## config.mk

```make
export PLATFORM = sky130hd
export DESIGN_NAME = sacl_ctrl
export DESIGN_NICKNAME = d
export VERILOG_FILES = /design/src/hw/rtl/sacl_pkg.sv /design/src/hw/rtl/sacl_ctrl.sv
export SDC_FILE = /design/constraint.sdc
export NUM_CORES = 1
export LEC_CHECK = 0
export BUFFER_PORTS_ARGS = -buffer_cell sky130_fd_sc_hd__buf_2
export CAP_MARGIN = 30
export CORE_AREA = 2 2 39 41
export CTS_BUF_LIST = sky130_fd_sc_hd__clkbuf_4 sky130_fd_sc_hd__clkbuf_8
export DETAILED_ROUTE_END_ITERATION = 12
export DIE_AREA = 0 0 41 43
export GPL_TIMING_DRIVEN = 0
export SYNTH_ARGS = -nofsm -noshare
export SYNTH_HDL_FRONTEND = slang
export SYNTH_SLANG_ARGS = --single-unit
```

## constraint.sdc

```tcl
create_clock -name clk -period 1.3 [get_ports clk]
set_input_delay 0.065 -clock clk [delete_from_list [all_inputs] [get_ports clk]]
set_output_delay 0.065 -clock clk [all_outputs]
set_load 0.01 [all_outputs]
```

## src/hw/rtl/sacl_pkg.sv

```systemverilog
// Package for the set-associative cache lookup with true LRU.
// Holds sizes, register indexes, shared structs and the FSM state type.
// No dependencies.
package sacl_pkg;

    localparam int INDEX_BITS_MAX = 8;
    localparam int WAY_BITS_MAX   = 2;
    localparam int ADDRESS_BITS   = 32;
    localparam int TAG_BITS       = 32;
    localparam int NUM_SETS       = 1 << INDEX_BITS_MAX;
    localparam int NUM_WAYS       = 1 << WAY_BITS_MAX;
    localparam int SET_W          = INDEX_BITS_MAX;
    localparam int WAY_W          = WAY_BITS_MAX;
    localparam int IB_W           = 4;
    localparam int PADDR_W        = 4;

    localparam logic [1:0] REG_OFFSET_BITS     = 2'd0;
    localparam logic [1:0] REG_WAY_BITS        = 2'd1;
    localparam logic [1:0] REG_CACHE_SIZE_BITS = 2'd2;

    localparam logic [4:0] OFFSET_BITS_RST     = 5'd4;
    localparam logic [1:0] WAY_BITS_RST        = 2'd2;
    localparam logic [4:0] CACHE_SIZE_BITS_RST = 5'd14;

    typedef struct packed {
        logic [4:0] offset_bits;
        logic [1:0] way_bits;
        logic [4:0] cache_size_bits;
    } sacl_cfg_t;

    typedef struct packed {
        logic clear;
        logic load;
        logic commit;
    } sacl_cmd_t;

    typedef struct packed {
        logic [NUM_WAYS-1:0]               vld;
        logic [NUM_WAYS-1:0][WAY_W-1:0]    rec;
        logic [NUM_WAYS-1:0][TAG_BITS-1:0] tags;
    } sacl_row_t;

    typedef enum logic [1:0] {
        ST_CLEAR,
        ST_IDLE,
        ST_LOOKUP
    } sacl_state_t;

endpackage

```

## src/hw/rtl/sacl_ctrl.sv

```systemverilog
// Controller FSM: clearing pass, accept, lookup/commit, output valid tracking.
// Depends on sacl_pkg.
module sacl_ctrl
(
    input  logic                clk,
    input  logic                rst_n,
    input  logic                in_valid,
    output logic                in_ready,
    output logic                out_valid,
    input  logic                out_ready,
    input  logic                clear_last,
    output sacl_pkg::sacl_cmd_t cmd
);

    sacl_pkg::sacl_state_t state_reg, state_next;
    logic                  out_valid_reg, out_valid_next;

    always_ff @(posedge clk or negedge rst_n)
    begin
        if (!rst_n)
        begin
            state_reg     <= sacl_pkg::ST_CLEAR;
            out_valid_reg <= 1'b0;
        end
        else
        begin
            state_reg     <= state_next;
            out_valid_reg <= out_valid_next;
        end
    end

    always_comb
    begin
        state_next = state_reg;
        in_ready   = 1'b0;
        cmd.clear  = 1'b0;
        cmd.load   = 1'b0;
        cmd.commit = 1'b0;
        case (state_reg)
            sacl_pkg::ST_CLEAR:
            begin
                cmd.clear = 1'b1;
                if (clear_last)
                    state_next = sacl_pkg::ST_IDLE;
            end
            sacl_pkg::ST_IDLE:
            begin
                in_ready = 1'b1;
                if (in_valid)
                begin
                    cmd.load   = 1'b1;
                    state_next = sacl_pkg::ST_LOOKUP;
                end
            end
            sacl_pkg::ST_LOOKUP:
            begin
                if (!out_valid_reg || out_ready)
                begin
                    cmd.commit = 1'b1;
                    state_next = sacl_pkg::ST_IDLE;
                end
            end
            default: state_next = sacl_pkg::ST_IDLE;
        endcase

        if (cmd.commit)
            out_valid_next = 1'b1;
        else if (out_ready)
            out_valid_next = 1'b0;
        else
            out_valid_next = out_valid_reg;
    end

    assign out_valid = out_valid_reg;

endmodule

```

==> flow_summary_export.csv <==
group,metric,value,unit
sta,timing.hold.ws,0.1150,ns
floorplanning,rows,14,
clock_tree,cts_hold_buf,1,
yosys,ys.warnings.count,0,
setup_path,crit_type,"register to output pin",
grt,grt_pass1_vias,136,
drt,drcViolationCount,0,
finish,nets,35,
sta,worst_pin_slew,0.1655,ns
placed_design,routabilityCongestion,0.5529,
yosys,seq_area_frac_synth,0.4839,
placed_design,place_ws,0.3100,ns
setup_path,crit_required,1.24,ns
clock_tree,clkSlewWorstSetupHoldPaths,0.04,ns
sta,fin_crit,1.185,ns
placed_design,io_buffers,9,
drt,ant_nets,0,
drt,dr.pass1.iters,2,
clock_tree,cts_root_buffer,"clkbuf_4",
clock_tree,post_cts_buffers,0,
drt,via_count,148,
setup_path,startpoint_type,"register",
grt,track_usage,0.05030,
yosys,ys_ff_latch,3,
yosys,synth_largest_area_cell,"dfrtp_1",
sta,setup_viol_count_final,0,
grt,grt_first_pass_wirelength,483,um
run,cap_violations,0,
yosys,synth.cell_area,155.1,um2
sta,hold_viol,0,
min_path,hold_class,"input port to register",
yosys,async_flop_share,1.000,
clock_tree,cts_tree,"done",
clock_tree,clock_path_buffers,2,
yosys,synth_nets,20,
finish,postLayoutCoreUtil,0.1881,
drt,vias_per_cell,3.289,
setup_path,cp.arrival,1.12,ns
clock_tree,h-tree-depth,1,
sta,rsz0062_at_grt,"false",
clock_tree,cts_resized,0,
yosys,synthTopCellsByCount,"3 x dfrtp_1, 2 x nand2b_1, 2 x nor3_1",
yosys,avgSynthCellArea,10.34,um2
sta,fin_setup_tns,0,ns
floorplanning,fp.dieH,43,um
floorplanning,die-area,1763,um2
yosys,synth_cell_types,11,
sta,max-slew-margin-rel,0.8888,
sta,slew_viol_final,0,
yosys,synthMostInstantiatedCell,"dfrtp_1",
grt,grt_overflow,0,
yosys,synth_enable_flop_cells,0,
setup_path,cpMaxStageDelayCell,"dfrtp_1",
floorplanning,io_pins,10,
yosys,synth_flop_cell,"dfrtp_1",
drt,drt_wl_total,310,um
floorplanning,fp.coreArea,1384,um2
pwr,power_leakage,0.1386,nW
sta,setup_slack,0.1150,ns
pwr,ir_drop,0.0003556,V
finish,drive_gt1_frac,0.5517,
yosys,synthCells,15,
clock_tree,cts_sinks,3,
drt,avgRoutedWirePerCell,6.889,um
placed_design,dpl_cell_area,220.2,um2
finish,largest_reg_flops,2,
clock_tree,clock_latency,0.23,ns
drt,drt_iter0_markers,1,
yosys,synth.area.top_cells,"dfrtp_1 48%, and4bb_2 8.1%, nand2b_1 8.1%",
finish,synthToLayoutAreaGrowth,67.74,%
setup_path,cp_max_fo,6,
floorplanning,initial_utilization,0.1121,
finish,antenna_cells,0,
grt,antenna_found_initial,0,
setup_path,crit_chain,"nand2b_1, nor2b_1, buf_4, buf_2",
finish,design_area,260.3,um2
status,status,"finished clean",
grt,grt_max_degree,7,
setup_path,max_stage_delay,0.40,ns
clock_tree,cts-buffers-inserted,3,
sta,max_freq,843.9,MHz
yosys,synth_top_area_frac,0.4839,
sta,min_period_over_period,0.9115,
setup_path,endpoint_kind,"output pin",
finish,n_fill_cell,157,
sta,fin_skew,0.004246,ns
floorplanning,die_width,41,um
pwr,power_density,2138,nW/um2
==> critical path, delay by kind of cell (launching register included) <==
family        cells  cell delay (ns)
flops             1             0.40
simple gates      2             0.28
buf+inv           2             0.21
==> layout make-up <==
class | count | area (um2) | area share
multi-input cells | 11 | 72.57 | 0.2788
flip-flops and latches | 3 | 75.07 | 0.2885
repair buffers | 10 | 55.05 | 0.2115
plain buffers | 1 | 7.507 | 0.02885
well taps | 16 | 20.02 | 0.07692
clock buffers | 4 | 30.03 | 0.1154
==> logic make-up (layout without fill, tap and decap cells) <==
logic type    after synthesis  after routing  share of synthesized area
buf+inv                     1             15                    0.04841
flops                       3              3                     0.4839
simple gates               11             11                     0.4677
==> placed cells by master, fill, tap and decap left out, types with 2 or more instances in the layout <==
| cell | synthesis | final |
|---|---|---|
| dfrtp_1 | 3 | 3 |
| clkbuf_4 | 0 | 4 |
| nand2b_1 | 2 | 2 |
| buf_2 | 0 | 9 |
| nor3_1 | 2 | 2 |
==> layer usage <==
metal  up-vias  share of wire  GRT usage
li1         76              -          -
met1        65           0.35    0.03560
met2         7           0.51    0.05625
met3         0           0.14    0.04712
met4         0              0    0.08000
met5         -              0          0
==> worst paths after layout <==
kind,to,cells past startpoint,from,slack (ns)
setup / recovery,cmd[0],4,state_reg[0],0.12
hold / removal,out_valid,3,out_ready,0.12
setup reg to reg,state_reg[1],2,state_reg[1],0.32
hold reg to reg,out_valid,2,out_valid,0.51
max in group asynchronous,state_reg[1],2,rst_n,1.03
min in group asynchronous,out_valid,2,rst_n,0.16
==> through the flow <==
stage / std cells / power, mW
global route: 45 / 0.6078
floorplan: 15 / 0.2968
detailed placement: 40 / 0.3813
finish: 45 / 0.5564
global placement: 40 / 0.3776
CTS: 45 / 0.5741
==> where the power goes <==
group	internal (mW)	total, mW	leakage [nW]	switching, mW
registers	0.133	0.173	0.0370	0.0399
logic	0.114	0.203	0.0832	0.0890
clock network	0.136	0.181	0.0184	0.0451
total	0.382	0.556	0.139	0.174
No activity file was read; power rests on OpenSTA's default activity.
