### config.mk
export PLATFORM = sky130hd
export DESIGN_NAME = sacl_cfg_regs
export DESIGN_NICKNAME = d
export VERILOG_FILES = /design/src/hw/rtl/sacl_pkg.sv /design/src/hw/rtl/sacl_cfg_regs.sv
export SDC_FILE = /design/constraint.sdc
export NUM_CORES = 1
export LEC_CHECK = 0
export ABC_CLOCK_PERIOD_IN_PS = 1500
export BUFFER_PORTS_ARGS = -buffer_cell sky130_fd_sc_hd__buf_2
export CORE_MARGIN = 1.5
export CORE_UTILIZATION = 36
export CTS_CLUSTER_DIAMETER = 100
export DETAILED_ROUTE_END_ITERATION = 8
export PLACE_DENSITY = 0.86
export SLEW_MARGIN = 20
export SYNTH_ARGS = -nofsm -noshare
export SYNTH_HDL_FRONTEND = slang
export SYNTH_SLANG_ARGS = --single-unit
### constraint.sdc
create_clock -name clk -period 1.5 [get_ports clk]
set_clock_uncertainty 0.15 [all_clocks]
set_input_delay 0.075 -clock clk [delete_from_list [all_inputs] [get_ports clk]]
set_output_delay 0.075 -clock clk [all_outputs]
set_load 0.005 [all_outputs]
### src/hw/rtl/sacl_pkg.sv
// Package for the set-associative cache lookup with true LRU.
// Holds sizes, register indexes, shared structs and the FSM state type.
// No dependencies.
package sacl_pkg;

    localparam int INDEX_BITS_MAX = 8;
    localparam int WAY_BITS_MAX   = 2;
    localparam int ADDRESS_BITS   = 32;
    localparam int TAG_BITS       = 32;
    localparam int NUM_SETS       = 1 << INDEX_BITS_MAX;
    localparam int NUM_WAYS       = 1 << WAY_BITS_MAX;
    localparam int SET_W          = INDEX_BITS_MAX;
    localparam int WAY_W          = WAY_BITS_MAX;
    localparam int IB_W           = 4;
    localparam int PADDR_W        = 4;

    localparam logic [1:0] REG_OFFSET_BITS     = 2'd0;
    localparam logic [1:0] REG_WAY_BITS        = 2'd1;
    localparam logic [1:0] REG_CACHE_SIZE_BITS = 2'd2;

    localparam logic [4:0] OFFSET_BITS_RST     = 5'd4;
    localparam logic [1:0] WAY_BITS_RST        = 2'd2;
    localparam logic [4:0] CACHE_SIZE_BITS_RST = 5'd14;

    typedef struct packed {
        logic [4:0] offset_bits;
        logic [1:0] way_bits;
        logic [4:0] cache_size_bits;
    } sacl_cfg_t;

    typedef struct packed {
        logic clear;
        logic load;
        logic commit;
    } sacl_cmd_t;

    typedef struct packed {
        logic [NUM_WAYS-1:0]               vld;
        logic [NUM_WAYS-1:0][WAY_W-1:0]    rec;
        logic [NUM_WAYS-1:0][TAG_BITS-1:0] tags;
    } sacl_row_t;

    typedef enum logic [1:0] {
        ST_CLEAR,
        ST_IDLE,
        ST_LOOKUP
    } sacl_state_t;

endpackage

### src/hw/rtl/sacl_cfg_regs.sv
// APB configuration registers: offset_bits, way_bits, cache_size_bits.
// Depends on sacl_pkg.
module sacl_cfg_regs
(
    input  logic                         clk,
    input  logic                         rst_n,
    input  logic                         psel,
    input  logic                         penable,
    input  logic                         pwrite,
    input  logic [sacl_pkg::PADDR_W-1:0] paddr,
    input  logic [31:0]                  pwdata,
    output logic [31:0]                  prdata,
    output logic                         pready,
    output sacl_pkg::sacl_cfg_t          cfg
);

    sacl_pkg::sacl_cfg_t cfg_reg;
    logic                wr_en;
    logic [1:0]          reg_idx;

    assign pready  = 1'b1;
    assign wr_en   = psel && penable && pwrite && pready;
    assign reg_idx = paddr[3:2];
    assign cfg     = cfg_reg;

    always_ff @(posedge clk or negedge rst_n)
    begin
        if (!rst_n)
        begin
            cfg_reg.offset_bits     <= sacl_pkg::OFFSET_BITS_RST;
            cfg_reg.way_bits        <= sacl_pkg::WAY_BITS_RST;
            cfg_reg.cache_size_bits <= sacl_pkg::CACHE_SIZE_BITS_RST;
        end
        else if (wr_en)
        begin
            case (reg_idx)
                sacl_pkg::REG_OFFSET_BITS:     cfg_reg.offset_bits     <= pwdata[4:0];
                sacl_pkg::REG_WAY_BITS:        cfg_reg.way_bits        <= pwdata[1:0];
                sacl_pkg::REG_CACHE_SIZE_BITS: cfg_reg.cache_size_bits <= pwdata[4:0];
                default: ;
            endcase
        end
    end

    always_comb
    begin
        case (reg_idx)
            sacl_pkg::REG_OFFSET_BITS:     prdata = {27'd0, cfg_reg.offset_bits};
            sacl_pkg::REG_WAY_BITS:        prdata = {30'd0, cfg_reg.way_bits};
            sacl_pkg::REG_CACHE_SIZE_BITS: prdata = {27'd0, cfg_reg.cache_size_bits};
            default:                       prdata = 32'd0;
        endcase
    end

endmodule

==> results by group, run 1 <==
Run status
  • Status: finished, final reports clean

CTS
  • Clock root buffer: clkbuf_4
  • Clock transition at path regs: approximately 70 ps
  • Num Clock Sinks: 12
  • Clock Latency Late Sink: about 260 ps
  • Worst-case clock buffer depth: 2
  • TritonCTS clock tree: yes
  • H-tree levels: 1
  • Post-CTS Resized: 0
  • CTS Buf Count: 3

Detailed routing
  • WL per Instance: 10.1 um
  • Vias/cell: slightly above 4
  • Vias after detailed routing: 565
  • Total iterations of the first detailed-routing run: 1
  • DRC violation total after the first TritonRoute iteration: 0
  • DRC Markers: 0
  • Final WL: about 1.4 mm
  • Antenna Nets Post-Route: 0

Critical path
  • Crit path DAT: around 1200 ps
  • Critical Path Start Type: flop
  • CP max-delay cell: dfstp_2
  • Critical setup path kind: flop to output pin
  • Largest stage delay, worst path: between 500 and 600 ps
  • Critical Path End Type: output pin
  • CP Max Fanout: 3
  • Critical path cell sequence: mux2i_1 -> o21ai_0 -> buf_2
  • WP data required: 1270 ps

Layout
  • Nets: ~150
  • Max reg flops: 12
  • Fillers: 191
  • Post-route cell area: 966 sq um
  • # diodes: 0
  • Syn-to-layout area delta: 21.8%
  • Non-Filler Instances: around 140
  • Layout cells sized above 1: between 40 and 50%

Floorplan
  • Chip height: 49.9 um
  • Die ar.: 2490 sq um
  • Die X: roughly 50 um
  • Core Area: 2020 sq um
  • Initial Util: approximately two fifths
  • Top Ports: 86
  • Site Rows: 16

Timing
  • RSZ-0062 raised after global routing: no
  • Fmax: between 0.7 and 0.8 GHz
  • Final setup fails: 0
  • Period utilization: about nine tenths
  • Final min period: between 1000 and 1500 ps
  • Final hold violations: 0
  • Sum Neg Setup Slack: 0 ps
  • Slew Limit Fails: 0

Placed design
  • Port buffer count: 28
  • GPL Wtd Cong: slightly below 0.7
  • Placed Area: between 800 and 900 sq um
  • Placed cell count: 129
  • DP Wirelength: 1.10 mm

Run
  • Max-Cap Viols: 0

Yosys
  • Sequential share of the synthesized area: between 30% and 40%
  • Seq cells post-synth: 12
  • Top-area cell type share of the netlist area: between 20% and 30%
  • Post-synth EDFFs: 0
  • Top cell type by total area after synthesis: buf_4
  • Syn avg cell area: 10.9 sq um
  • Most frequent cell after synthesis: buf_4
  • Synth Flop Type: dfrtp_1
  • FFs w/ async S/R, synth: 100%
  • Synth Cell Area: 793 sq um
  • Post-synth top cells: buf_4 (29), mux2_2 (10), dfrtp_1 (7)
  • Synth Instances: 73
  • Ys Warns: 0
  • Area contributors post-synth: buf_4 (27%), dfrtp_1 (22%), dfstp_2 (17%)
  • Distinct cells, synth: 16

Global route
  • Global Route Usage Sum: a little under an eighth
  • Gr ovfl total: 0
  • Largest net degree at the start of global routing: 13
  • Vias in the first global route: about 520
  • Initial antenna violation count: 0
  • First-pass GRT wire length: 2.28 mm

Pwr
  • Worst vdd ir: around 710 uV
  • Power Dens Cells: 997 nW/um^2
  • Leakage: between 0.0005 and 0.0006 uW
  • Total power: ~960 uW

Hold path
  • HP Class: input port to asynchronous set/reset pin
## critical path, delay by kind of cell (launching register included)
kind | cells | cell delay (ps)
buf+inv | 1 | 140
flops | 1 | 540
compound gates | 1 | 150
mux | 1 | 60
## final timing paths
| check | startpoint | endpoint | slack [ps] | cells past startpoint |
|---|---|---|---|---|
| worst min-delay path | rst_n | cfg[7] | 70 | 2 |
| max in group asynchronous | rst_n | cfg[3] | 860 | 2 |
| worst min register to register | cfg[8] | cfg[8] | 380 | 1 |
| min in group clk | paddr[3] | cfg[5] | 150 | 3 |
| worst max register to register | cfg[5] | cfg[5] | 550 | 1 |
| worst max-delay path | cfg[6] | prdata[1] | 130 | 3 |
## report_power, final
group / switching, uW / leakage [uW] / internal (uW)
Clock: 96.7 / 0.0000150 / 103
Sequential: 54.7 / 0.000138 / 422
Combinational: 124 / 0.000361 / 162
## area by class of cell
class                      instances  area, sq um  share of cell area (%)
multi-input combinational         57          362                    37.4
timing repair buffer              39          238                    24.6
sequential                        12          307                    31.7
clock buffer                       4         26.3                    2.72
tap                               27         33.8                    3.50
## what timing repair did
item	in CTS	in global routing
endpoints found under the hold margin	24	0
hold buffers	6	0
buffers inserted	0	0
## layer usage
layer / wire, um / GRT usage [%] / vias to the layer above
met5: 0 / 0 / -
met4: 10 / 5.56 / 0
met3: 95 / 0.909 / 2
met2: 813 / 24.7 / 42
met1: 487 / 11.3 / 259
li1: - / - / 262
## logic make-up (layout without fill, tap and decap cells)
| logic type | count (synthesis) | count (layout) | share of synthesized area (%) |
|---|---|---|---|
| buf+inv | 30 | 43 | 28.1 |
| mux | 17 | 17 | 23.3 |
| flops | 12 | 12 | 38.6 |
| simple gates | 10 | 10 | 7.73 |
| other cells | 2 | 28 | 0.947 |
| compound gates | 2 | 2 | 1.26 |
## metrics by stage
stage                     worst slack, ps  hold slack (ps)  utilization, %
final                                 127             67.3            47.8
after global placement                172             -199            43.5
after floorplan                       292             -371               -
after CTS                             105             54.9            47.8
after global routing                 84.4             88.3            47.8
after detailed placement              160             -190            43.5
## cell usage in the layout (no fill, tap or decap)
master          n
buf_2          28
buf_4           5
clkbuf_1        1
clkbuf_4        3
conb_1         28
dfrtp_1         7
dfstp_2         5
dlygate4sd3_1   6
mux2_1          2
mux2_2         10
mux2i_1         5
nand2_1         2
nand3_1         1
nor2_1          3
nor2b_1         1
nor3_2          1
nor3b_2         1
o21ai_0         2
or3b_1          1
No activity file was read; power rests on OpenSTA's default activity.
==> run 2, diff against run 1 <==
--- a/config.mk
+++ b/config.mk
@@ -6,4 +6,5 @@
 export NUM_CORES = 1
 export LEC_CHECK = 0
+export ABC_AREA = 0
 export ABC_CLOCK_PERIOD_IN_PS = 1500
 export BUFFER_PORTS_ARGS = -buffer_cell sky130_fd_sc_hd__buf_2
==> constraint.sdc (replaced) <==
create_clock -name clk -period 1.5 [get_ports clk]
set_clock_uncertainty 0.15 [all_clocks]
set_input_delay 0.225 -clock clk [delete_from_list [all_inputs] [get_ports clk]]
set_output_delay 0.225 -clock clk [all_outputs]
set_load 0.005 [all_outputs]
==> run 2 against run 1 <==
Effect of this change: sequential cell count unchanged; die area unchanged; wire length up 2.5%; critical path depth unchanged; first-iteration DRC count up 1; non-clock buffer count down 2; via count up 1.8%; sequential share of layout area up 0.59 points; critical path type unchanged; largest power group unchanged.
==> results by group, run 2 (synthesized netlist as in run 1, its figures left out) <==
Run status
  • Status: finished, final reports clean

Critical path
  • Crit path DAT: 1100 ps
  • Reg2Reg Depth: 2
  • Critical Path End Type: output pin
  • CP max-delay cell: dfstp_2
  • Largest stage delay, worst path: about 540 ps
  • R2R setup slack: between 400 and 500 ps
  • Critical setup path kind: flop to output pin
  • Reg-to-reg endpoint: cfg[6]
  • Critical Path Start Type: flop
  • WP data required: between 1000 and 1500 ps
  • WP buf/inv: 1
  • Critical path cell sequence: mux2i_1 -> o21ai_1 -> buf_2
  • FF-to-FF Start: cfg[6]
  • Top delay family on crit path: flip-flops
  • CP Max Fanout: 2

Layout
  • Syn-to-layout area delta: 19.6%
  • FF+latch area: between 300 and 400 sq um
  • Nets: 152
  • Commonest non-fill, non-tap cells in the layout: conb_1 (28), buf_2 (28), mux2_2 (10)
  • Layout cells sized above 1: 51.8%
  • Util after Layout: between 40% and 50%
  • Non-Filler Instances: 137
  • Fillers: 191
  • Multi-input gate area: 362 sq um
  • # diodes: 0
  • Post-route cell area: 948 sq um
  • Max reg flops: 12

Floorplan
  • Core Area: just over 2000 sq um
  • Chip height: 49.9 um
  • Die X: about 50 um
  • Die ar.: between 2000 and 2500 sq um
  • Initial Util: between 30 and 40%
  • Site Rows: 16
  • Top Ports: 86

Detailed routing
  • Vias after detailed routing: 575
  • Final WL: 1.44 mm
  • DRC violation total after the first TritonRoute iteration: 1
  • WL per Instance: roughly 11 um
  • DRC Markers: 0
  • Antenna Nets Post-Route: 0
  • Total iterations of the first detailed-routing run: 4
  • Vias/cell: 4.20

CTS
  • H-tree levels: 1
  • CTS Buf Count: 3
  • Num Clock Sinks: 12
  • Clock transition at path regs: approximately 70 ps
  • TritonCTS clock tree: yes
  • Clock root buffer: clkbuf_4
  • Clock Latency Late Sink: 270 ps
  • Worst-case clock buffer depth: 2

Global route
  • GR met3 Demand/Resource: between 2 and 2.5%
  • Initial antenna violation count: 0
  • Gr ovfl total: 0
  • Global routing usage on met1: 13.1%
  • Global Route Usage Sum: 12.6%
  • First-pass GRT wire length: 2.33 mm
  • Vias in the first global route: ~530
  • Met2 Use GR: a little over a fifth
  • Largest net degree at the start of global routing: 13
  • GR peak layer: met2

Timing
  • Period utilization: 98.6%
  • Slew Limit Fails: 0
  • Final hold violations: 0
  • RSZ-0062 raised after global routing: yes
  • Final min period: approximately 1500 ps
  • Final setup margin: around 21 ps
  • Fmax: around 0.68 GHz
  • Final setup fails: 0

Pwr
  • Power Dens Cells: 1080 nW/um^2
  • Power Internal: 734 uW
  • Combinational share of power: between 20 and 30%
  • Worst vdd ir: 729 uV
  • Sequential share of power: a little under half
  • Clk pwr share: between 20 and 25%
  • Sw frac: between 20% and 30%
  • Leakage: 0.000513 uW
  • Sw Pwr: 287 uW
  • Total power: 1020 uW

Placed design
  • Port buffer count: 28
  • GPL Wtd Cong: 0.704
  • DP Wirelength: around 1.1 mm
  • Placed Area: between 800 and 900 sq um
  • Placed cell count: 131
  • Setup WS pre-CTS: -14.2 ps

Hold path
  • Hold path cells: 2
  • HP Class: input port to flop
  • Hold Crit Start: pwdata[2]
  • Hold Path Sink: cfg[2]

Run
  • Max-Cap Viols: 0
## run 2: worst reg2reg max path: stages, from the launching register on
cell and delay [ps]:
dfstp_2 370, buf_4 130, mux2_1 290
## run 2: through the flow
step	TNS (ps)	hold WS [ps]
after global routing	-53.3	37.8
after detailed placement	-14.2	-37.3
after CTS	0	36.4
after global placement	0	-49.5
after floorplan	0	-221
final	0	50.3
## run 2: worst max path at each step
stage | from | end | slack [ps] | cells after the start
finish | cfg[6] | prdata[1] | 20 | 3
global route | cfg[6] | prdata[1] | -40 | 3
CTS | cfg[6] | prdata[1] | 10 | 3
detailed placement | pwrite | cfg[10] | -10 | 6
global placement | pwrite | cfg[11] | 40 | 6
floorplan | paddr[3] | cfg[0] | 140 | 3
## run 2: power by group through the flow
stage / combinational, uW / clock, uW / sequential (uW)
4_1_cts: 294 / 261 / 479
2_1_floorplan: 183 / 0 / 484
3_3_place_gp: 268 / 0 / 474
3_5_place_dp: 276 / 0 / 484
6_report: 293 / 249 / 479
5_1_grt: 324 / 271 / 489
## run 2: metal layers
layer,routed length [um],share of wire [%]
met2,729,51
met4,42,2.9
met5,0,0
met1,548,38
met3,121,8.4
## run 2: what timing repair did
item	CTS	global route
setup buffers	1	0
hold buffers	1	0
resized for setup	1	0
endpoints found under the hold margin	12	0
setup endpoints to repair	1	3
## run 2: cell type report
type                            instances  share of cell area [%]
Sequential cell                        12                    32.3
Tap cell                               27                    3.56
Multi-Input combinational cell         57                    38.1
Timing Repair Buffer                   37                    22.2
Clock buffer                            4                    3.83
==> run 3, diff against run 2 <==
CELL_PAD_IN_SITES_DETAIL_PLACEMENT = 1   (was unset)
CELL_PAD_IN_SITES_GLOBAL_PLACEMENT = 2   (was unset)
CORE_UTILIZATION = 18   (was 36)
PLACE_DENSITY = 0.87   (was 0.86)
==> run 3 against run 2 <==
Effect of this change: sequential cell count did not move; maximum frequency increased by 0.84%; core utilization down 23 points; clock power is 20% higher; critical endpoint unchanged; cell count is 15% higher; critical path depth is the same; hold slack improved by 31 ps; wire length grew 21%; sequential power barely moved; combinational power shrank 4%; register-to-register slack improved by 60 ps; sequential share of layout area fell by 0.75 points.
==> results by group, run 3 (synthesized netlist as in run 1, its figures left out) <==
Layout
  • # diodes: 0
  • Layout cells sized above 1: ~50%
  • Commonest non-fill, non-tap cells in the layout: conb_1 (28), buf_2 (28), mux2_2 (10)
  • Syn-to-layout area delta: 22.4%
  • Nets: 150
  • Max reg flops: 12

CTS
  • Clock root buffer: clkbuf_8
  • Num Clock Sinks: 12
  • Worst-case clock buffer depth: 2
  • CTS Buf Count: 3
  • Clock Latency Late Sink: between 200 and 250 ps
  • H-tree levels: 1
  • TritonCTS clock tree: yes
  • Clock transition at path regs: 50 ps
  • Post-CTS setup buffer count: 0

Global route
  • Largest net degree at the start of global routing: 13
  • Initial antenna violation count: 0
  • Gr ovfl total: 0
  • First-pass GRT wire length: 2.78 mm
  • Global Route Usage Sum: between 7 and 8%
  • Vias in the first global route: roughly 540

Critical path
  • FF-to-FF Start: cfg[5]
  • Crit path DAT: 1090 ps
  • Critical Path Start Type: flop
  • Critical setup path kind: flop to output pin
  • CP Max Fanout: 3
  • Reg-to-reg endpoint: cfg[5]
  • WP data required: ~1100 ps
  • Reg2Reg Depth: 1
  • Critical Path End Type: output pin
  • R2R setup slack: around 550 ps

Timing
  • Slew Limit Fails: 0
  • Final hold violations: 0
  • RSZ-0062 raised after global routing: yes
  • Final setup margin: ~34 ps
  • Final min period: about 1500 ps
  • Fmax: 0.682 GHz
  • Hold Worst Slack: 81.6 ps
  • Final setup fails: 0
  • Period utilization: just under 100%

Pwr
  • Power Dens Cells: ~1100 nW/um^2
  • Worst vdd ir: 315 uV
  • Leakage: 0.000506 uW

Floorplan
  • Die ar.: approximately 4800 sq um
  • Core Area: around 4100 sq um
  • Top Ports: 86
  • Site Rows: 23
  • Chip height: ~69 um
  • Die X: between 60 and 70 um
  • Initial Util: 19.3%

Run status
  • Status: finished, final reports clean

Placed design
  • Setup WS pre-CTS: 2.07 ps
  • GPL Wtd Cong: around 0.71
  • DP Wirelength: between 1 and 1.5 mm
  • Port buffer count: 28

Detailed routing
  • Total iterations of the first detailed-routing run: 2
  • Vias after detailed routing: between 500 and 600
  • Final WL: approximately 1.7 mm
  • DRC Markers: 0
  • DRC violation total after the first TritonRoute iteration: 15
  • Vias/cell: 3.53
  • WL per Instance: about 11 um
  • Antenna Nets Post-Route: 0

Hold path
  • Hold Path Sink: cfg[5]
  • HP Class: input port to flop
  • Hold Crit Start: pwdata[0]
  • Hold path cells: 2

Run
  • Max-Cap Viols: 0
-- run 3: cell type report --
| type | instances | area (sq um) |
|---|---|---|
| Clock buffer | 4 | 45.0 |
| Timing Repair Buffer | 35 | 195 |
| Tap cell | 50 | 62.6 |
| Fill cell | 495 | 3140 |
| Multi-Input combinational cell | 57 | 362 |
| Sequential cell | 12 | 307 |
-- run 3: worst max-delay path, cell delays in order, from the launching register on --
cell and delay, ps:
dfstp_2 540, mux2i_1 70, o21ai_1 120, buf_2 130
-- run 3: where the power goes --
part           total [uW]  switching (uW)  internal (uW)
sequential            480            56.2            424
clock                 298             111            187
combinational         282             126            155
total                1060             293            766
-- run 3: through the flow --
stage                     total power, uW  cell area (sq um)  setup TNS [ps]  util, %  cells
after floorplan                       667                891               0        -     99
after global placement                755                916               0     22.3    153
after detailed placement              772                916               0     22.3    153
after CTS                            1080                971               0     23.6    158
after global routing                 1130                971           -30.7     23.6    158
final                                1060                971               0     23.6    158
-- run 3: repair_timing --
action	in CTS	in global routing
hold buffers	1	0
endpoints found under the hold margin	12	0
gates resized for setup	1	0
endpoints found under the setup margin	1	1
-- run 3: worst max-delay path by stage --
| stage | start | to | slack (ps) |
|---|---|---|---|
| after floorplan | paddr[3] | cfg[0] | 140 |
| after global placement | pwrite | cfg[5] | 4 |
| after detailed placement | pwrite | cfg[5] | 2 |
| after CTS | cfg[6] | prdata[1] | 6 |
| after global routing | cfg[6] | prdata[1] | -30 |
| final | cfg[6] | prdata[1] | 30 |
-- run 3: per-layer routing --
metal  vias to the layer above  track usage (%)  wire length, um
met5                         -                0                0
met4                         0             3.27               23
met3                         2             2.47              156
met2                        33             13.5              934
met1                       270             7.84              634
li1                        253                -                -
